<file path="src/acfp_pkg.sv">
// ----------------------------------------------------------------------------
// acfp_pkg
// Types and constants shared by the ASCII CAN frame parser modules.
// ----------------------------------------------------------------------------
package acfp_pkg;

	localparam int MAX_DATA_BYTES = 8;

	localparam logic [31:0] ID_MAX   = 32'h0000_07ff;
	localparam logic [31:0] BYTE_MAX = 32'h0000_00ff;

	typedef enum logic [2:0] {
		PH_IDLE = 3'd0,
		PH_ZERO = 3'd1,
		PH_DEC  = 3'd2,
		PH_HEX  = 3'd3,
		PH_BIN  = 3'd4,
		PH_DONE = 3'd5
	} phase_t;

	typedef enum logic [2:0] {
		ST_OK       = 3'd0,
		ST_ID_BIG   = 3'd1,
		ST_TOO_MANY = 3'd2,
		ST_BYTE_BIG = 3'd3,
		ST_NO_ID    = 3'd4
	} status_t;

	typedef struct packed {
		phase_t      phase;
		logic [31:0] acc;
		logic        have_id;
		logic [10:0] id;
		logic [3:0]  bytes;
		logic [63:0] payload;
	} state_t;

	typedef struct packed {
		logic        fire;
		status_t     status;
		logic [10:0] frame_id;
		logic [3:0]  byte_count;
		logic [63:0] payload;
	} result_t;

	localparam state_t LINE_CLEAR = '{
		phase:   PH_IDLE,
		acc:     32'd0,
		have_id: 1'b0,
		id:      11'd0,
		bytes:   4'd0,
		payload: 64'd0
	};

endpackage

</file>
<file path="src/acfp_step.sv">
// ----------------------------------------------------------------------------
// acfp_step
// Next-state and result logic for one character of the frame parser.
// ----------------------------------------------------------------------------
module acfp_step (
	input  logic [7:0]       ch,
	input  acfp_pkg::state_t cur,
	output acfp_pkg::state_t nxt,
	output acfp_pkg::result_t res
);
	import acfp_pkg::*;

	logic       is_dec;
	logic       is_hex;
	logic       is_bin;
	logic [3:0] hex_val;

	assign is_dec = (ch >= "0") && (ch <= "9");
	assign is_bin = (ch == "0") || (ch == "1");
	assign is_hex = is_dec || ((ch >= "A") && (ch <= "F")) || ((ch >= "a") && (ch <= "f"));
	// Letters carry their value minus nine in the low nibble.
	assign hex_val = is_dec ? ch[3:0] : (ch[3:0] + 4'd9);

	always_comb begin
		phase_t  eff_phase;
		logic    cont;
		logic    ended;
		status_t err;

		nxt            = cur;
		res.fire       = 1'b0;
		res.status     = ST_OK;
		res.frame_id   = 11'd0;
		res.byte_count = 4'd0;
		res.payload    = 64'd0;
		eff_phase      = cur.phase;
		cont           = 1'b0;
		ended          = 1'b0;
		err            = ST_OK;

		if (cur.phase == PH_DONE) begin
			if (ch == 8'd0) begin
				nxt = LINE_CLEAR;
			end
		end else begin
			cont = 1'b1;
			// A leading zero may open a hex or binary prefix.
			if (cur.phase == PH_ZERO) begin
				if ((ch == "x") || (ch == "X")) begin
					nxt.phase = PH_HEX;
					nxt.acc   = 32'd0;
					cont      = 1'b0;
				end else if ((ch == "b") || (ch == "B")) begin
					nxt.phase = PH_BIN;
					nxt.acc   = 32'd0;
					cont      = 1'b0;
				end else begin
					eff_phase = PH_DEC;
					nxt.phase = PH_DEC;
				end
			end

			if (cont) begin
				case (eff_phase)
					PH_DEC: begin
						if (is_dec) begin
							nxt.acc = (cur.acc << 3) + (cur.acc << 1) + {28'd0, ch[3:0]};
							cont    = 1'b0;
						end else begin
							ended = 1'b1;
						end
					end
					PH_HEX: begin
						if (is_hex) begin
							nxt.acc = {cur.acc[27:0], hex_val};
							cont    = 1'b0;
						end else begin
							ended = 1'b1;
						end
					end
					PH_BIN: begin
						if (is_bin) begin
							nxt.acc = {cur.acc[30:0], ch[0]};
							cont    = 1'b0;
						end else begin
							ended = 1'b1;
						end
					end
					default: begin
					end
				endcase
			end

			// The character that ends a number is still examined as a token start.
			if (ended) begin
				if (!cur.have_id) begin
					if (cur.acc > ID_MAX) begin
						err = ST_ID_BIG;
					end else begin
						nxt.id      = cur.acc[10:0];
						nxt.have_id = 1'b1;
					end
				end else if (cur.bytes >= 4'(MAX_DATA_BYTES)) begin
					err = ST_TOO_MANY;
				end else if (cur.acc > BYTE_MAX) begin
					err = ST_BYTE_BIG;
				end else begin
					nxt.payload = cur.payload |
						({56'd0, cur.acc[7:0]} << {cur.bytes[2:0], 3'b000});
					nxt.bytes   = cur.bytes + 4'd1;
				end

				if (err != ST_OK) begin
					res.fire   = 1'b1;
					res.status = err;
					cont       = 1'b0;
					if (ch == 8'd0) begin
						nxt = LINE_CLEAR;
					end else begin
						nxt.phase = PH_DONE;
					end
				end
			end

			if (cont) begin
				nxt.phase = PH_IDLE;
				if ((ch >= 8'd1) && (ch <= 8'd32)) begin
					nxt.phase = PH_IDLE;
				end else if (ch == "0") begin
					nxt.phase = PH_ZERO;
					nxt.acc   = 32'd0;
				end else if (is_dec) begin
					nxt.phase = PH_DEC;
					nxt.acc   = {28'd0, ch[3:0]};
				end else begin
					res.fire = 1'b1;
					if (nxt.have_id) begin
						res.status     = ST_OK;
						res.frame_id   = nxt.id;
						res.byte_count = nxt.bytes;
						res.payload    = nxt.payload;
					end else begin
						res.status = ST_NO_ID;
					end
					if (ch == 8'd0) begin
						nxt = LINE_CLEAR;
					end else begin
						nxt.phase = PH_DONE;
					end
				end
			end
		end
	end

endmodule

</file>
<file path="src/ascii_can_frame_parser_top.sv">
// ----------------------------------------------------------------------------
// ascii_can_frame_parser_top: one character per cycle, set by the state update
// around acfp_step, unless a stalled result holds in_ready low; the result is
// registered in the cycle after the transfer of the character that ends the
// parse. arst_n clears the state and valid flag; payload registers are not reset.
// ----------------------------------------------------------------------------
module ascii_can_frame_parser_top (
	input  logic        clk,
	input  logic        arst_n,
	input  logic        in_valid,
	output logic        in_ready,
	input  logic [7:0]  ch,
	output logic        out_valid,
	input  logic        out_ready,
	output logic [2:0]  status,
	output logic [10:0] frame_id,
	output logic [3:0]  byte_count,
	output logic [63:0] payload
);
	import acfp_pkg::*;

	// The parse state is the only feedback path. Each accepted character is folded
	// into it, so a new character may follow every cycle while in_ready is high.
	state_t  state_q;
	state_t  state_nxt;
	result_t step_res;

	logic        out_valid_q;
	logic [2:0]  status_q;
	logic [10:0] frame_id_q;
	logic [3:0]  byte_count_q;
	logic [63:0] payload_q;
	logic        in_xfer;

	acfp_step u_step (
		.ch  (ch),
		.cur (state_q),
		.nxt (state_nxt),
		.res (step_res)
	);

	// The input may move whenever the result register is empty or is being
	// drained in this same cycle, so a waiting result costs no bubble.
	assign in_ready = !out_valid_q || out_ready;
	assign in_xfer  = in_valid && in_ready;

	always_ff @(posedge clk or negedge arst_n) begin
		if (!arst_n) begin
			state_q <= LINE_CLEAR;
		end else if (in_xfer) begin
			state_q <= state_nxt;
		end
	end

	always_ff @(posedge clk or negedge arst_n) begin
		if (!arst_n) begin
			out_valid_q <= 1'b0;
		end else if (in_xfer && step_res.fire) begin
			out_valid_q <= 1'b1;
		end else if (out_ready) begin
			out_valid_q <= 1'b0;
		end
	end

	// Result payload is loaded only with a new result; it holds while stalled.
	always_ff @(posedge clk) begin
		if (in_xfer && step_res.fire) begin
			status_q     <= step_res.status;
			frame_id_q   <= step_res.frame_id;
			byte_count_q <= step_res.byte_count;
			payload_q    <= step_res.payload;
		end
	end

	assign out_valid  = out_valid_q;
	assign status     = status_q;
	assign frame_id   = frame_id_q;
	assign byte_count = byte_count_q;
	assign payload    = payload_q;

endmodule

</file>
<file path="config.mk">
export PLATFORM = sky130hd
export DESIGN_NAME = ascii_can_frame_parser_top
export DESIGN_NICKNAME = d
export VERILOG_FILES = /design/src/acfp_pkg.sv /design/src/acfp_step.sv /design/src/ascii_can_frame_parser_top.sv
export SDC_FILE = /design/constraint.sdc
export NUM_CORES = 1
export LEC_CHECK = 0
export BUFFER_PORTS_ARGS = -buffer_cell sky130_fd_sc_hd__clkbuf_2
export CAP_MARGIN = 40
export CORE_ASPECT_RATIO = 0.5
export CORE_MARGIN = 2
export CORE_UTILIZATION = 41
export DETAILED_ROUTE_END_ITERATION = 12
export MAX_ROUTING_LAYER = met4
export SETUP_SLACK_MARGIN = 0.05
export SLEW_MARGIN = 20
export SYNTH_ARGS = -nofsm -noshare
export SYNTH_HDL_FRONTEND = slang
export SYNTH_SLANG_ARGS = --single-unit
</file>
<file path="constraint.sdc">
create_clock -name clk -period 7.63 [get_ports clk]
set_clock_uncertainty 0.15 [all_clocks]
set_input_delay 1.9075 -clock clk [delete_from_list [all_inputs] [get_ports clk]]
set_output_delay 1.9075 -clock clk [all_outputs]
set_load 0.005 [all_outputs]
</file>
Word level (Yosys, flattened, before mapping)

Index checks and enable logic that the tools add are counted.

Register bits after elaboration: 198
Bits in latches: 0
RAM bits: 0
ROM bits: 0
Bits of input ports: 12
Output and inout bits: 84
Word-level logic and storage cells: 126
Memories: 0

Add/sub/neg operators: 4
Multiply operators: 0
Divide/modulo/power cells: 0
Order comparisons: 11
Equal/unequal tests: 12
Shift operators: 1
Muxes and demuxes: 66
Bitwise gates (word level): 3
Reduce and logical (&&, ||, !) cells: 18

Operators by type and width:

| cell                   | number |
|---|---|
| $mux W115              | 6 |
| $mux W83               | 5 |
| $mux W112              | 3 |
| $mux W68               | 3 |
| $mux W32               | 5 |
| $mux W80               | 2 |
| $mux W35               | 4 |
| $pmux W32 S3           | 1 |
| $mux W79               | 1 |
| $or A64 B64 Y64        | 1 |
| $shl A8 B6 Y64         | 1 |
| $mux W3                | 12 |
| $add A32 B32 Y32       | 1 |
| $add A32 B4 Y32        | 1 |
| $eq A8 B7 Y1 const B   | 4 |
| $gt A32 B11 Y1 const B | 1 |
| $gt A32 B8 Y1 const B  | 1 |
| $mux W12               | 2 |
| $eq A8 B6 Y1 const B   | 2 |
| $ge A8 B7 Y1 const B   | 2 |
| $le A8 B6 Y1 const B   | 2 |
| $le A8 B7 Y1 const B   | 2 |
| $mux W1                | 16 |
| $mux W4                | 3 |
| other kinds (20)       | 34 |

Depth between registers and ports, before layout

Gate-level depths: netlist of the first run.

Word-level depth: 24
Mapped depth: 15
Gate-level depth less buffers: 13

Modules after synthesis

A second synthesis of the first run with hierarchy kept.

Cells, all modules: 1265
Area total of the unflattened synthesis: 12693.4 µm²

By module, submodules not included:

| module                     | instances | cells an instance | area each (µm²) | sequential area each (µm²) |
|---|---|---|---|---|
| ascii_can_frame_parser_top | 1         | 330               | 6979.2          | 5365.1 |
| acfp_step                  | 1         | 935               | 5714.2          | 0.0 |

Least setup slack after synthesis of the first run

OpenSTA, ideal clock, no wires.

Path type: input to register
From: input ch[0]
To: register byte_count_q[0], in the netlist byte_count[0] (enable)
Library setup time: 0.436 ns
Data arrival time: 5.367 ns
Data required time: 7.044 ns
Slack: 1.677 ns
Cell stages on the path: 11
Path buffers: 2
Cells stage by stage: inv_1 -> ha_1 -> o21bai_1 -> a21oi_1 -> o31ai_1 -> a21o_1 -> buf_6 -> clkbuf_1 -> nand2_1 -> a21o_1 -> inv_1

Word-level cells in the longest chain between the ends: 17
Elaborated cells between the ends (all ways): 52
Classes of those cells: order compare: 8; eq/ne: 9; mux: 25; reduce/logical: 10

Ends and longest elaborated chain:

| what                                         | line                             | text |
|---|---|---|
| start, declared                              | ascii_can_frame_parser_top.sv:12 | `input logic [7:0] ch,` |
| $eq A8 B7 Y1                                 | acfp_step.sv:53                  | `end else if ((ch == "b") \|\| (ch == "B")) begin` |
| $logic_or A1 B1 Y1                           | acfp_step.sv:53                  |  |
| $mux W3                                      | acfp_step.sv:53                  |  |
| $mux W3                                      | acfp_step.sv:49                  | `if ((ch == "x") \|\| (ch == "X")) begin` |
| $mux W3                                      | acfp_step.sv:48                  | `if (cur.phase == PH_ZERO) begin` |
| $mux W3                                      | acfp_step.sv:41                  | `if (cur.phase == PH_DONE) begin` |
| $eq A3 B3 Y1 or $eq A3 B2 Y1 (tied branches) | acfp_step.sv:64                  | `case (eff_phase)` |
| $pmux W1 S3                                  | acfp_step.sv:64                  |  |
| $mux W1                                      | acfp_step.sv:63                  | `if (cont) begin` |
| $mux W1                                      | acfp_step.sv:41                  |  |
| $mux W4                                      | acfp_step.sv:95                  | `if (ended) begin` |
| $mux W83                                     | acfp_step.sv:132                 | `end else if (is_dec) begin` |
| $mux W83                                     | acfp_step.sv:129                 | `end else if (ch == "0") begin` |
| $mux W83                                     | acfp_step.sv:127                 | `if ((ch >= 8'd1) && (ch <= 8'd32)) begin` |
| $mux W83 (*)                                 | acfp_step.sv:125                 | `if (cont) begin` |
| $mux W83 (*)                                 | acfp_step.sv:41                  |  |
| $logic_and A1 B1 Y1 (*)                      | ascii_can_frame_parser_top.sv:67 | `if (in_xfer && step_res.fire) begin` |
| end signal, assigned                         | ascii_can_frame_parser_top.sv:70 | `byte_count_q <= step_res.byte_count;` |
| end, declared                                | ascii_can_frame_parser_top.sv:31 | `logic [3:0] byte_count_q;` |

Every way passes the cells marked *; elsewhere a longest branch is shown, timed or not. The select of a mux whose other input is x is not followed.
A chain may end at the register's enable or synchronous reset.

Worst setup path after layout of the first run

From: input ch[0]
To: register frame_id_q[1], in the netlist frame_id[1] (enable)

Word-level cells in the longest chain between the ends: 17
Elaborated cells between the ends (all ways): 52
Classes of those cells: order compare: 8; eq/ne: 9; mux: 25; reduce/logical: 10

Ends and longest elaborated chain:

| what                                         | line                             | text |
|---|---|---|
| $eq A8 B7 Y1                                 | acfp_step.sv:53                  |  |
| $logic_or A1 B1 Y1                           | acfp_step.sv:53                  |  |
| $mux W3                                      | acfp_step.sv:53                  |  |
| $mux W3                                      | acfp_step.sv:49                  |  |
| $mux W3                                      | acfp_step.sv:48                  |  |
| $mux W3                                      | acfp_step.sv:41                  |  |
| $eq A3 B3 Y1 or $eq A3 B2 Y1 (tied branches) | acfp_step.sv:64                  |  |
| $pmux W1 S3                                  | acfp_step.sv:64                  |  |
| $mux W1                                      | acfp_step.sv:63                  |  |
| $mux W1                                      | acfp_step.sv:41                  |  |
| $mux W4                                      | acfp_step.sv:95                  |  |
| $mux W83                                     | acfp_step.sv:132                 |  |
| $mux W83                                     | acfp_step.sv:129                 |  |
| $mux W83                                     | acfp_step.sv:127                 |  |
| $mux W83 (*)                                 | acfp_step.sv:125                 |  |
| $mux W83 (*)                                 | acfp_step.sv:41                  |  |
| $logic_and A1 B1 Y1 (*)                      | ascii_can_frame_parser_top.sv:67 |  |
| end signal, assigned                         | ascii_can_frame_parser_top.sv:69 | `frame_id_q <= step_res.frame_id;` |
| end, declared                                | ascii_can_frame_parser_top.sv:30 | `logic [10:0] frame_id_q;` |

Marked as above.

==> PnR_summary.wiki, run 1 <==
{| class="wikitable"
! Metric !! Value
|-
| WP buf/inv || 5
|-
| Static leakage power || 5.43 nW
|-
| Clock tree from TritonCTS || yes
|-
| Setup total negative slack || 0 ns
|-
| Avg Vias per Cell || 5.87
|-
| First DRT Iteration DRCs || 1030
|-
| Hold violation total from the final report || 0
|-
| Layout Cell Area excl Fill || 12600 sq um
|-
| Clk Latency, worst-skew pair || 0.45 ns
|-
| Residual overflow from global routing || 0
|-
| Antenna violations before repair || 0
|-
| Std cell rows || 42
|-
| Routed via count || 9333
|-
| Flip-flop and latch area || 5370 sq um
|-
| Kind of start point of the critical path || input port
|-
| CP max stage cell || sky130_fd_sc_hd__a21o_1
|-
| Average wire per standard cell || a little under 20 um
|-
| Highest net fanout along the worst path || between 40 and 50
|-
| Distinct cells, synth || 72
|-
| DPL Wire Length || roughly 21 mm
|-
| Min Clock Period, post-route || 5.65 ns
|-
| Critical Path, Cell by Cell || clkbuf_2 > inv_1 > ha_1 > o21bai_1 > a21oi_1 > o31ai_1 > a21o_1 > nand2b_1 > nand3_1 > a21o_1 > clkinv_2 > buf_4 > buf_12
|-
| Data required time at the worst endpoint || 7.61 ns
|-
| Result of the run || finished clean
|-
| Die Height || about 120 um
|-
| Maximum number of pins on one net before global-route repair || 80
|-
| DRC violations left || 0
|-
| Unrepaired setup endpoints after global routing || no
|-
| Routed wire length || 31.0 mm
|-
| Post-synth EDFFs || 82
|-
| Critical path data arrival time || about 5.6 ns
|-
| RD Place Congestion || 0.943
|-
| Type of destination of the critical path || register
|-
| Clk sinks || ~200
|-
| Cts-stage hold buffer count || 0
|-
| Final net count || 1302
|-
| Overall die area || 28500 sq um
|-
| Class of the most critical setup path || in -> reg
|-
| Worst slew pin tran || 0.874 ns
|-
| Clock Tree Buf Depth || 2
|-
| Kind of cell with the highest combined delay on the critical path || compound AO/OA/AOI/OAI gates
|-
| Sequential cell area fraction in the yosys report || 0.483
|-
| Clock-pin slew on the worst setup and hold paths || 0.07 ns
|-
| Fraction of post-synthesis cell area in the top cell type by area || 0.261
|-
| Buffers inserted by post-CTS timing repair || 0
|-
| Slowest Stage Delay on Critical Path || about 0.66 ns
|-
| Antenna violation net count after detailed routing || 0
|-
| Final max-slew violation count || 0
|-
| Largest vdd supply drop || ~0.18 mV
|-
| Area contributors post-synth || sky130_fd_sc_hd__dfrtp_1 26%, sky130_fd_sc_hd__edfxtp_1 22%, sky130_fd_sc_hd__a21oi_1 8.5%
|-
| Number of global-route vias before repair || 8992
|-
| Average cell area after synthesis || 9.61 sq um
|-
| CTS buffer count || 17
|-
| Max Clock Freq || around 180 MHz
|-
| Top flip-flop cell by instance count after synthesis || sky130_fd_sc_hd__dfrtp_1
|-
| Syn. warnings || 0
|-
| Cell count after synthesis || 1156
|-
| Ys async rst share || 0.586
|-
| Worst R2R Setup Slack || approximately 3 ns
|-
| Synthesized net count || 1234
|-
| Number of levels the H-tree was split into || 4
|-
| Worst slew margin relative to its limit || 0.417
|-
| Mapped cell area || 11100 sq um
|-
| Layout cells sized above 1 || 0.146
|-
| Area leader, netlist || sky130_fd_sc_hd__dfrtp_1
|-
| Root buffer cell || sky130_fd_sc_hd__clkbuf_16
|-
| Max capacitance violation total || 0
|-
| IO Port Bufs || 95
|-
| Number of synthesized register bits || 198
|-
| Footprint of the multi-input gates || 5370 sq um
|-
| CORE AREA || 26500 sq um
|-
| Power density relative to cell area || 327 nW/um^2
|-
| Post-cts resize count || 0
|-
| Growth of design area from synthesis to finish || 13.6%
|-
| Number of optimization iterations in the first detailed-route pass || 5
|-
| Final-report setup violation count || 0
|-
| Final antenna diode count || 0
|-
| Tcrit/Tclk final || 0.740
|-
| Hold WC Path Type || reg -> reg
|-
| Effective utilization at floorplan || 0.419
|-
| Global-route wire length before repair || 49.5 mm
|-
| Die width || 237 um
|-
| Library cell appearing most often on the critical path || sky130_fd_sc_hd__a21o_1
|-
| Total placed instance area || 11900 sq um
|-
| All-Layer GR Usage || 0.228
|-
| I/O pins || 96
|-
| Number of fill cells || 2491
|}
## synth_stat cells, drive strengths merged (3+ instances only)
| cell type | instances |
|---|---|
| a31oi | 6 |
| o221ai | 7 |
| o211ai | 7 |
| a22oi | 11 |
| a221oi | 12 |
| o21ai | 62 |
| nor4 | 10 |
| xnor2 | 15 |
| nand3 | 10 |
| inv | 19 |
| or2 | 4 |
| and2 | 6 |
| a221o | 12 |
| a32oi | 4 |
| o21a | 9 |
| nand2b | 7 |
| and3 | 4 |
| nand2 | 76 |
| edfxtp | 82 |
| a211oi | 7 |
| or3 | 3 |
| nor2b | 9 |
| nor3 | 10 |
| buf | 26 |
| ha | 64 |
| dfrtp | 116 |
| mux2i | 9 |
| o31ai | 7 |
| a22o | 25 |
| nand4 | 9 |
| o32ai | 3 |
| clkbuf | 50 |
| nor2 | 195 |
| or4 | 3 |
| nor4b | 4 |
| nor3b | 5 |
| xor2 | 17 |
| a21o | 15 |
| a21oi | 190 |
## path summary, 6_finish.rpt
| path | cells after the start | start | endpoint |
|---|---|---|---|
| setup / recovery | 13 | ch[0] | frame_id[1]$_SDFFCE_PP0P_ |
| hold / removal | 2 | state_q[62]$_DFFE_PN0P_ | state_q[62]$_DFFE_PN0P_ |
| setup reg to reg | 13 | state_q[82]$_DFFE_PN0P_ | state_q[109]$_DFFE_PN0P_ |
| hold reg to reg | 2 | state_q[62]$_DFFE_PN0P_ | state_q[62]$_DFFE_PN0P_ |
| max in group asynchronous | 4 | arst_n | state_q[64]$_DFFE_PN0P_ |
| min in group asynchronous | 1 | arst_n | state_q[109]$_DFFE_PN0P_ |
## layout by cell type (no fill, tap or decap), types with 4 or more instances in the layout
master                      instances
sky130_fd_sc_hd__a221oi_1          12
sky130_fd_sc_hd__o221ai_1           6
sky130_fd_sc_hd__xnor2_1           15
sky130_fd_sc_hd__clkbuf_16         17
sky130_fd_sc_hd__nor3_1            10
sky130_fd_sc_hd__buf_4             22
sky130_fd_sc_hd__and2_1             6
sky130_fd_sc_hd__a21oi_1          189
sky130_fd_sc_hd__a211oi_1           7
sky130_fd_sc_hd__a31oi_1            6
sky130_fd_sc_hd__clkinv_2           4
sky130_fd_sc_hd__o211ai_1           7
sky130_fd_sc_hd__a221o_1           12
sky130_fd_sc_hd__mux2i_1            9
sky130_fd_sc_hd__and3_1             4
sky130_fd_sc_hd__a32oi_1            4
sky130_fd_sc_hd__nand2_1           75
sky130_fd_sc_hd__or2_2              4
sky130_fd_sc_hd__o31ai_1            7
sky130_fd_sc_hd__edfxtp_1          82
sky130_fd_sc_hd__nand3_1           10
sky130_fd_sc_hd__a22o_1            24
sky130_fd_sc_hd__inv_1             17
sky130_fd_sc_hd__o21a_1             9
sky130_fd_sc_hd__nor4_1             6
sky130_fd_sc_hd__xor2_1            17
sky130_fd_sc_hd__o21ai_0           60
sky130_fd_sc_hd__nor2_1           193
sky130_fd_sc_hd__nor2b_1            9
sky130_fd_sc_hd__nand2b_1           7
sky130_fd_sc_hd__nor3b_1            4
sky130_fd_sc_hd__a21o_1            15
sky130_fd_sc_hd__dfrtp_1          116
sky130_fd_sc_hd__ha_1              64
sky130_fd_sc_hd__clkbuf_2          94
sky130_fd_sc_hd__a22oi_1           11
sky130_fd_sc_hd__nand4_1            9
## registers in the layout, summed over array words and instances (netlist names)
register    cells
frame_id       11
payload        64
status          3
byte_count      4
state_q       115
out_valid       1
## layer usage
layer / vias up / global-route usage / wire length (um)
li1: 4369 / - / -
met1: 4600 / 0.315 / 14200
met2: 331 / 0.356 / 14600
met3: 33 / 0.0393 / 1900
met4: 0 / 0.0475 / 307
met5: - / - / 0
## metrics by stage
step	power, mW	setup WS, ns	util	hold slack [ns]	cells
3_5_place_dp	3.19	1.57	0.450	0.333	1551
6_report	4.13	1.98	0.476	0.347	1589
2_1_floorplan	2.62	1.68	-	0.313	1156
4_1_cts	4.11	2.04	0.472	0.352	1583
3_3_place_gp	3.14	1.53	0.446	0.325	1544
5_1_grt	4.39	1.72	0.476	0.366	1589
## final cells by class
class,instances,share of cell area
Tap cell,352,0.0349
Inverter,19,0.00575
Multi-Input combinational cell,863,0.425
Timing Repair Buffer,125,0.0625
Clock inverter,14,0.0131
Clock buffer,18,0.0340
Sequential cell,198,0.425
## cells by family (layout without fill, tap and decap cells)
kind of cell | Yosys count | in the layout | synth area share
fa+ha+maj | 66 | 66 | 0.0757
buf+inv | 95 | 176 | 0.0370
compound gates | 392 | 392 | 0.221
xor+xnor | 32 | 32 | 0.0252
simple gates | 364 | 364 | 0.150
flops | 198 | 198 | 0.483
mux | 9 | 9 | 0.00811
## worst min-delay path, delay by kind of cell (launching register included)
kind | cells | cell delay [ns]
AOI/OAI and AO/OA | 1 | 0.04
DFF | 1 | 0.35
and+or+nand+nor | 1 | 0.07
## power breakdown
part	leakage [nW]	switching (mW)	internal [mW]	total, mW
Combinational	2.75	1.07	0.556	1.62
Clock	0.292	0.437	0.493	0.930
Sequential	2.40	0.160	1.42	1.58
Total	5.43	1.66	2.46	4.13
No activity file was read; power rests on OpenSTA's default activity.
==> run 2: changes to the inputs <==
--- a/config.mk
+++ b/config.mk
@@ -5,6 +5,7 @@
 export SDC_FILE = /design/constraint.sdc
 export NUM_CORES = 1
 export LEC_CHECK = 0
+export ABC_AREA = 1
 export BUFFER_PORTS_ARGS = -buffer_cell sky130_fd_sc_hd__clkbuf_2
 export CAP_MARGIN = 40
 export CORE_ASPECT_RATIO = 0.5
==> constraint.sdc (replaced) <==
create_clock -name clk -period 4.75 [get_ports clk]
set_clock_uncertainty 0.15 [all_clocks]
set_input_delay 1.1875 -clock clk [delete_from_list [all_inputs] [get_ports clk]]
set_output_delay 1.1875 -clock clk [all_outputs]
set_load 0.005 [all_outputs]
==> PnR_summary.wiki, run 2 <==
{| class="wikitable"
! Metric !! Value
|-
| Result of the run || finished clean (unchanged)
|-
| Power density relative to cell area || 566 nW/um^2 (was 327 nW/um^2)
|-
| Reg-to-reg critical path startpoint || state_q[82]$_DFFE_PN0P_ (unchanged)
|-
| DPL Wire Length || 27.5 mm (was 20.8 mm)
|-
| Average cell area after synthesis || 7.58 sq um (was 9.61 sq um)
|-
| Ys async rst share || 0.586 (unchanged)
|-
| Post-synth EDFFs || 82 (unchanged)
|-
| Class of the most critical setup path || in -> reg (unchanged)
|-
| CORE AREA || 30500 sq um (was 26500 sq um)
|-
| Largest vdd supply drop || 0.329 mV (was 0.180 mV)
|-
| Critical path data arrival time || 4.20 ns (was 5.63 ns)
|-
| Commonest non-fill, non-tap cell in the layout || sky130_fd_sc_hd__nand2_1 (was sky130_fd_sc_hd__nor2_1)
|-
| Overall die area || 32700 sq um (was 28500 sq um)
|-
| Layout cells sized above 1 || 0.115 (was 0.146)
|-
| Setup total negative slack || 0 ns (unchanged)
|-
| WP buf/inv || 4 (was 5)
|-
| Most common cell in the synthesized netlist || sky130_fd_sc_hd__nand2_1 (was sky130_fd_sc_hd__nor2_1)
|-
| Hold WC Path Type || reg -> reg (unchanged)
|-
| Unrepaired setup endpoints after global routing || no (unchanged)
|-
| Number of fill cells || 3097 (was 2491)
|-
| Layout Cell Area excl Fill || 14400 sq um (was 12600 sq um)
|-
| Sequential cell area fraction in the yosys report || 0.420 (was 0.483)
|-
| Avg Vias per Cell || 5.31 (was 5.87)
|-
| Worst R2R Setup Slack || 1.04 ns (was 3.06 ns)
|-
| IO Port Bufs || 95 (unchanged)
|-
| Top flip-flop cell by instance count after synthesis || sky130_fd_sc_hd__dfrtp_1 (unchanged)
|-
| RD Place Congestion || 0.966 (was 0.943)
|-
| Kind of cell with the highest combined delay on the critical path || compound AO/OA/AOI/OAI gates (unchanged)
|-
| Footprint of the multi-input gates || 6350 sq um (was 5370 sq um)
|-
| Kind of start point of the critical path || input port (unchanged)
|-
| Core utilization of the finished layout || 0.472 (was 0.476)
|-
| Effective utilization at floorplan || 0.419 (about the same)
|-
| Max Clock Freq || approximately 250 MHz
|-
| Number of optimization iterations in the first detailed-route pass || 5 (unchanged)
|-
| Highest net fanout along the worst path || 7 (was 43)
|-
| Worst slew pin tran || 0.720 ns (was 0.874 ns)
|-
| Register ranked first by flip-flop count || state_q (unchanged)
|-
| Area leader, netlist || sky130_fd_sc_hd__dfrtp_1 (unchanged)
|-
| Final-report setup violation count || 0 (unchanged)
|-
| Number of global-route vias before repair || 10900 (was 8992)
|-
| Top library cells by usage in the layout, fill and taps aside || 407 x sky130_fd_sc_hd__nand2_1, 188 x sky130_fd_sc_hd__inv_1, 185 x sky130_fd_sc_hd__nor2_1 (was 193 x sky130_fd_sc_hd__nor2_1, 189 x sky130_fd_sc_hd__a21oi_1, 116 x sky130_fd_sc_hd__dfrtp_1)
|-
| Growth of design area from synthesis to finish || 12.7% (was 13.6%)
|-
| Final antenna diode count || 0 (unchanged)
|-
| Cts-stage hold buffer count || 0 (unchanged)
|-
| Cell count after synthesis || 1687 (was 1156)
|-
| Global-route wire length before repair || 60.1 mm (was 49.5 mm)
|-
| Top post-synthesis cells by count || 408 x sky130_fd_sc_hd__nand2_1, 188 x sky130_fd_sc_hd__inv_1, 187 x sky130_fd_sc_hd__nor2_1 (was 195 x sky130_fd_sc_hd__nor2_1, 189 x sky130_fd_sc_hd__a21oi_1, 116 x sky130_fd_sc_hd__dfrtp_1)
|-
| CP max stage cell || sky130_fd_sc_hd__fa_1 (was sky130_fd_sc_hd__a21o_1)
|-
| Type of destination of the critical path || register (unchanged)
|-
| Min Clock Period, post-route || 4.02 ns
|-
| Flip-flop count of the largest register after layout || 115 (unchanged)
|-
| Worst hold slack across all endpoints || 0.334 ns (was 0.347 ns)
|-
| Fraction of post-synthesis cell area in the top cell type by area || 0.227 (was 0.261)
|-
| Average wire per standard cell || 17.2 um (was 19.5 um)
|-
| Flip-flop and latch area || 5370 sq um (unchanged)
|-
| Buffers inserted by post-CTS timing repair || 0 (unchanged)
|-
| DRC violations left || 0 (unchanged)
|-
| Tcrit/Tclk final || 0.846
|-
| Synthesized net count || 1765 (was 1234)
|-
| Distinct cells, synth || 46 (was 72)
|-
| CTS buffer count || 17 (unchanged)
|-
| Root buffer cell || sky130_fd_sc_hd__clkbuf_16 (unchanged)
|-
| Clock-pin slew on the worst setup and hold paths || 0.08 ns (was 0.07 ns)
|-
| Maximum number of pins on one net before global-route repair || 64 (was 80)
|-
| Depth of the worst hold-timing path || 2 (unchanged)
|-
| Routed via count || 11700 (was 9333)
|-
| Area contributors post-synth || sky130_fd_sc_hd__dfrtp_1 23%, sky130_fd_sc_hd__edfxtp_1 19%, sky130_fd_sc_hd__nand2_1 12% (was sky130_fd_sc_hd__dfrtp_1 26%, sky130_fd_sc_hd__edfxtp_1 22%, sky130_fd_sc_hd__a21oi_1 8.5%)
|-
| Library cell appearing most often on the critical path || sky130_fd_sc_hd__nand2_1 (was sky130_fd_sc_hd__a21o_1)
|-
| Total placed instance area || 13800 sq um (was 11900 sq um)
|-
| Number of levels the H-tree was split into || 4 (unchanged)
|-
| Antenna violations before repair || 0 (unchanged)
|-
| Die width || 254 um (was 237 um)
|-
| Critical Path, Cell by Cell || clkbuf_2 > inv_1 > fa_1 > inv_1 > ha_1 > nand2_1 > o21ai_0 > nand2_1 > nand2_1 > inv_1 > o21ai_0 > nand2_1 > nand2_1 > nand2_1 > nand3_1 > nand2_1 > nand3_1 > o21ai_0 (was clkbuf_2 > inv_1 > ha_1 > o21bai_1 > a21oi_1 > o31ai_1 > a21o_1 > nand2b_1 > nand3_1 > a21o_1 > clkinv_2 > buf_4 > buf_12)
|-
| I/O pins || 96 (unchanged)
|-
| Die Height || 129 um (was 120 um)
|-
| Antenna violation net count after detailed routing || 0 (unchanged)
|-
| Routed wire length || 37.7 mm (was 31.0 mm)
|-
| Final max-slew violation count || 0 (unchanged)
|-
| Final net count || 1839 (was 1302)
|-
| Clk sinks || 198 (unchanged)
|-
| Std cell rows || 45 (was 42)
|-
| Static leakage power || 6.50 nW (was 5.43 nW)
|-
| Post-cts resize count || 0 (unchanged)
|-
| Worst slew margin relative to its limit || 0.520 (was 0.417)
|-
| R2R Path End || state_q[107]$_DFFE_PN0P_ (was state_q[109]$_DFFE_PN0P_)
|-
| Number of synthesized register bits || 198 (unchanged)
|-
| Min-Delay Endpoint || state_q[11]$_DFFE_PN0P_ (was state_q[62]$_DFFE_PN0P_)
|-
| Hold violation total from the final report || 0 (unchanged)
|-
| Origin of the worst min-delay path || state_q[11]$_DFFE_PN0P_ (was state_q[62]$_DFFE_PN0P_)
|-
| Number of cells on the worst reg-to-reg path || 17 (was 13)
|-
| Clock Tree Buf Depth || 2 (unchanged)
|-
| Clk Latency, worst-skew pair || 0.46 ns (was 0.45 ns)
|-
| Syn. warnings || 0 (unchanged)
|-
| Mapped cell area || 12800 sq um (was 11100 sq um)
|-
| Data required time at the worst endpoint || 4.93 ns (was 7.61 ns)
|-
| Residual overflow from global routing || 0 (unchanged)
|-
| Max capacitance violation total || 0 (unchanged)
|-
| Clock tree from TritonCTS || yes (unchanged)
|-
| Slowest Stage Delay on Critical Path || 0.60 ns (was 0.66 ns)
|-
| All-Layer GR Usage || 0.243 (was 0.228)
|-
| First DRT Iteration DRCs || 1058 (was 1030)
|}
-- run 2: worst reg2reg max path, stage by stage, from the launching register on --
cell                      delay, ns
sky130_fd_sc_hd__dfrtp_1       0.52
sky130_fd_sc_hd__inv_1         0.24
sky130_fd_sc_hd__fa_1          0.58
sky130_fd_sc_hd__inv_1         0.05
sky130_fd_sc_hd__ha_1          0.26
sky130_fd_sc_hd__nand2_1       0.05
sky130_fd_sc_hd__o21ai_0       0.54
sky130_fd_sc_hd__nand2_1       0.10
sky130_fd_sc_hd__nand2_1       0.15
sky130_fd_sc_hd__inv_1         0.09
sky130_fd_sc_hd__o21ai_0       0.30
sky130_fd_sc_hd__nand2_1       0.13
sky130_fd_sc_hd__nand2_1       0.09
sky130_fd_sc_hd__nand2_1       0.05
sky130_fd_sc_hd__nand3_1       0.07
sky130_fd_sc_hd__nand2_1       0.06
sky130_fd_sc_hd__nand3_1       0.06
sky130_fd_sc_hd__o21ai_0       0.08
-- run 2: cells by family (layout without fill, tap and decap cells) --
logic type,count (synthesis),count (layout),synth area share
AO/OA/AOI/OAI,349,349,0.151
AND/OR/NAND/NOR,794,794,0.272
buffers and inverters,272,359,0.0854
XOR/XNOR,8,8,0.00548
adder cells (fa/ha/maj),66,66,0.0658
flip-flops,198,198,0.420
-- run 2: layout make-up --
class	instances	area share
multi-input cells	1217	0.441
flip-flops and latches	198	0.372
repair buffers	127	0.0556
inverters	200	0.0522
well taps	423	0.0367
clock buffers	19	0.0330
clock inverters	13	0.00964
-- run 2: metrics by stage --
stage / instances / setup slack, ns / total power, mW
after floorplan: 1687 / 0.320 / 5.33
after global placement: 2164 / 0.292 / 6.62
after detailed placement: 2165 / 0.273 / 6.65
after CTS: 2197 / 0.757 / 8.17
after global routing: 2197 / 0.468 / 8.79
final: 2197 / 0.730 / 8.15
-- run 2: routing by layer --
metal / up-vias / global-route usage / wire, um
li1: 5765 / - / -
met4: 0 / 0.0664 / 670
met3: 49 / 0.0318 / 2050
met2: 367 / 0.371 / 16800
met5: - / - / 0
met1: 5476 / 0.342 / 18200
-- run 2: worst max-delay path by stage --
stage	from	end	slack (ns)	depth (start not counted)
finish	ch[3]	state_q[107]$_DFFE_PN0P_	0.73	18
detailed placement	ch[3]	state_q[107]$_DFFE_PN0P_	0.27	18
CTS	ch[3]	state_q[107]$_DFFE_PN0P_	0.76	18
global route	ch[3]	state_q[107]$_DFFE_PN0P_	0.47	18
floorplan	ch[0]	byte_count[0]$_SDFFCE_PP0P_	0.32	16
global placement	ch[3]	state_q[107]$_DFFE_PN0P_	0.29	18
-- run 2: report_power, final --
part           switching [mW]  internal (mW)
logic                    2.65           1.27
clock network           0.749          0.767
registers               0.373           2.33
==> run 3: changes to the inputs <==
==> constraint.sdc (replaced) <==
create_clock -name clk -period 3.7 [get_ports clk]
set_clock_uncertainty 0.15 [all_clocks]
set_input_delay 0.925 -clock clk [delete_from_list [all_inputs] [get_ports clk]]
set_output_delay 0.925 -clock clk [all_outputs]
set_load 0.005 [all_outputs]
==> PnR_summary.wiki, run 3 (synthesized netlist as in run 2, its figures left out) <==
{| class="wikitable"
! Metric !! Value
|-
| Clock-pin slew on the worst setup and hold paths || 0.09 ns (was 0.08 ns)
|-
| Top library cells by usage in the layout, fill and taps aside || 406 x sky130_fd_sc_hd__nand2_1, 185 x sky130_fd_sc_hd__inv_1, 181 x sky130_fd_sc_hd__nor2_1 (was 407 x sky130_fd_sc_hd__nand2_1, 188 x sky130_fd_sc_hd__inv_1, 185 x sky130_fd_sc_hd__nor2_1)
|-
| Effective utilization at floorplan || 0.419 (unchanged)
|-
| Antenna violations before repair || 0 (unchanged)
|-
| Worst slew margin relative to its limit || 0.568 (was 0.520)
|-
| Slowest Stage Delay on Critical Path || 0.45 ns (was 0.60 ns)
|-
| Overall die area || 32700 sq um (unchanged)
|-
| Flip-flop count of the largest register after layout || 115 (unchanged)
|-
| CP max stage cell || sky130_fd_sc_hd__fa_1 (unchanged)
|-
| Dpl cells || 2199 (was 2165)
|-
| Result of the run || finished clean (unchanged)
|-
| Critical Path, Cell by Cell || clkbuf_2 > ha_1 > ha_1 > inv_1 > fa_1 > inv_1 > nand3_1 > nand2_1 > nand2_1 > nand3_1 > nand2_1 > nand2_1 > nand2_1 > nand3_1 > nand2_1 > o21ai_0 > nand2_1 > nand3_1 > o21ai_0 (was clkbuf_2 > inv_1 > fa_1 > inv_1 > ha_1 > nand2_1 > o21ai_0 > nand2_1 > nand2_1 > inv_1 > o21ai_0 > nand2_1 > nand2_1 > nand2_1 > nand3_1 > nand2_1 > nand3_1 > o21ai_0)
|-
| Number of levels the H-tree was split into || 4 (unchanged)
|-
| Max capacitance violation total || 0 (unchanged)
|-
| Growth of design area from synthesis to finish || 15.9% (was 12.7%)
|-
| Final-report setup violation count || 0 (unchanged)
|-
| All-Layer GR Usage || 0.243 (about the same)
|-
| CTS buffer count || 17 (unchanged)
|-
| Residual overflow from global routing || 0 (unchanged)
|-
| Critical path data arrival time || 3.37 ns (was 4.20 ns)
|-
| Highest net fanout along the worst path || 5 (was 7)
|-
| Library cell appearing most often on the critical path || sky130_fd_sc_hd__nand2_1 (unchanged)
|-
| Clock Tree Buf Depth || 2 (unchanged)
|-
| Commonest non-fill, non-tap cell in the layout || sky130_fd_sc_hd__nand2_1 (unchanged)
|-
| Layout cells sized above 1 || 0.138 (was 0.115)
|-
| Worst slew pin tran || 0.648 ns (was 0.720 ns)
|-
| Type of destination of the critical path || register (unchanged)
|-
| DP Worst Slack || 0.103 ns (was 0.273 ns)
|-
| DPL Wire Length || 27.7 mm (was 27.5 mm)
|-
| Root buffer cell || sky130_fd_sc_hd__clkbuf_16 (unchanged)
|-
| Global-route wire length before repair || 60.5 mm (was 60.1 mm)
|-
| Layout Cell Area excl Fill || 14800 sq um (was 14400 sq um)
|-
| Core utilization of the finished layout || 0.486 (was 0.472)
|-
| Tcrit/Tclk final || 0.860
|-
| Post-cts resize count || 0 (unchanged)
|-
| Static leakage power || 6.71 nW (was 6.50 nW)
|-
| Kind of start point of the critical path || input port (unchanged)
|-
| Avg Vias per Cell || 5.30 (was 5.31)
|-
| Die Height || 129 um (unchanged)
|-
| Clk Latency, worst-skew pair || 0.46 ns (about the same)
|-
| Total placed instance area || 14200 sq um (was 13800 sq um)
|-
| Hold violation total from the final report || 0 (unchanged)
|-
| Number of fill cells || 3077 (was 3097)
|-
| First DRT Iteration DRCs || 1263 (was 1058)
|-
| Worst Slack Setup Final || 0.519 ns (was 0.730 ns)
|-
| Power density relative to cell area || 725 nW/um^2 (was 566 nW/um^2)
|-
| Cts-stage hold buffer count || 0 (unchanged)
|-
| Clock tree from TritonCTS || yes (unchanged)
|-
| Unrepaired setup endpoints after global routing || no (unchanged)
|-
| Min Clock Period, post-route || 3.18 ns
|-
| Number of optimization iterations in the first detailed-route pass || 5 (unchanged)
|-
| Max Clock Freq || 314 MHz
|-
| I/O pins || 96 (unchanged)
|-
| Maximum number of pins on one net before global-route repair || 88 (was 64)
|-
| Worst hold slack across all endpoints || 0.330 ns (was 0.334 ns)
|-
| DRC violations left || 0 (unchanged)
|-
| Routed via count || 11800 (was 11700)
|-
| Class of the most critical setup path || in -> reg (unchanged)
|-
| Routed wire length || 37.7 mm (about the same)
|-
| Antenna violation net count after detailed routing || 0 (unchanged)
|-
| Final antenna diode count || 0 (unchanged)
|-
| Clk sinks || 198 (unchanged)
|-
| Final std cells w/o fill || 2231 (was 2197)
|-
| Largest vdd supply drop || 0.383 mV (was 0.329 mV)
|-
| Die width || 254 um (unchanged)
|-
| Std cell rows || 45 (unchanged)
|-
| CORE AREA || 30500 sq um (unchanged)
|-
| Final net count || 1873 (was 1839)
|-
| Buffers inserted by post-CTS timing repair || 0 (unchanged)
|-
| Hold WC Path Type || reg -> reg (unchanged)
|-
| Register ranked first by flip-flop count || state_q (unchanged)
|-
| IO Port Bufs || 95 (unchanged)
|-
| Data required time at the worst endpoint || 3.89 ns (was 4.93 ns)
|-
| Number of global-route vias before repair || 11100 (was 10900)
|-
| Average wire per standard cell || 16.9 um (was 17.2 um)
|-
| RD Place Congestion || 0.973 (was 0.966)
|-
| Final max-slew violation count || 0 (unchanged)
|}
==> run 3: changes by cell type in the layout (fill, tap and decap cells not counted), moves of 2 or more <==
cell	delta
sky130_fd_sc_hd__buf_4	+27
sky130_fd_sc_hd__ha_1	-2
sky130_fd_sc_hd__ha_4	+2
sky130_fd_sc_hd__nor2_1	-4
sky130_fd_sc_hd__clkbuf_16	-2
sky130_fd_sc_hd__nor2_4	+3
sky130_fd_sc_hd__buf_12	+7
sky130_fd_sc_hd__nand2_4	+2
sky130_fd_sc_hd__inv_1	-3
==> run 3: where the power goes <==
group / leakage (nW) / switching (mW) / internal, mW
combinational: 4.04 / 3.54 / 1.82
sequential: 2.37 / 0.448 / 3.00
clock: 0.297 / 0.958 / 0.988
==> run 3: per-layer routing <==
| metal | up-vias | GRT usage | routed length (um) |
|---|---|---|---|
| li1 | 5844 | - | - |
| met5 | - | - | 0 |
| met3 | 46 | 0.0372 | 1990 |
| met2 | 334 | 0.363 | 16600 |
| met4 | 0 | 0.0675 | 705 |
| met1 | 5609 | 0.344 | 18400 |
==> run 3: final timing paths <==
path,depth (start not counted),to,slack [ns],start
worst max-delay path,19,state_q[98]$_DFFE_PN0P_,0.52,ch[1]
worst min-delay path,2,state_q[15]$_DFFE_PN0P_,0.33,state_q[15]$_DFFE_PN0P_
worst max register to register,17,state_q[98]$_DFFE_PN0P_,0.65,state_q[80]$_DFFE_PN0P_
worst min register to register,2,state_q[15]$_DFFE_PN0P_,0.33,state_q[15]$_DFFE_PN0P_
max in group asynchronous,2,state_q[86]$_DFFE_PN0P_,2.33,arst_n
min in group asynchronous,1,state_q[2]$_DFFE_PN0P_,0.34,arst_n
==> run 3: critical path, delay by kind of cell <==
| family | cells | cell delay (ns) |
|---|---|---|
| and+or+nand+nor | 11 | 0.98 |
| adders and majority gates | 3 | 0.81 |
| buffers and inverters | 3 | 0.39 |
| AOI/OAI and AO/OA | 2 | 0.27 |
==> run 3: layout make-up <==
cell class | instances | area, sq um | share of cell area
Multi-Input combinational cell | 1217 | 6420 | 0.433
Timing Repair Buffer | 161 | 1130 | 0.0763
Clock buffer | 19 | 443 | 0.0299
Sequential cell | 198 | 5370 | 0.362
Clock inverter | 13 | 161 | 0.0109
Inverter | 200 | 771 | 0.0520
Tap cell | 423 | 529 | 0.0357
==> run 3: per-stage QoR <==
step / TNS [ns] / power (mW)
2_1_floorplan: -24.04 / 6.90
3_3_place_gp: 0 / 8.79
3_5_place_dp: 0 / 8.79
4_1_cts: 0 / 10.7
5_1_grt: 0 / 11.6
6_report: 0 / 10.7
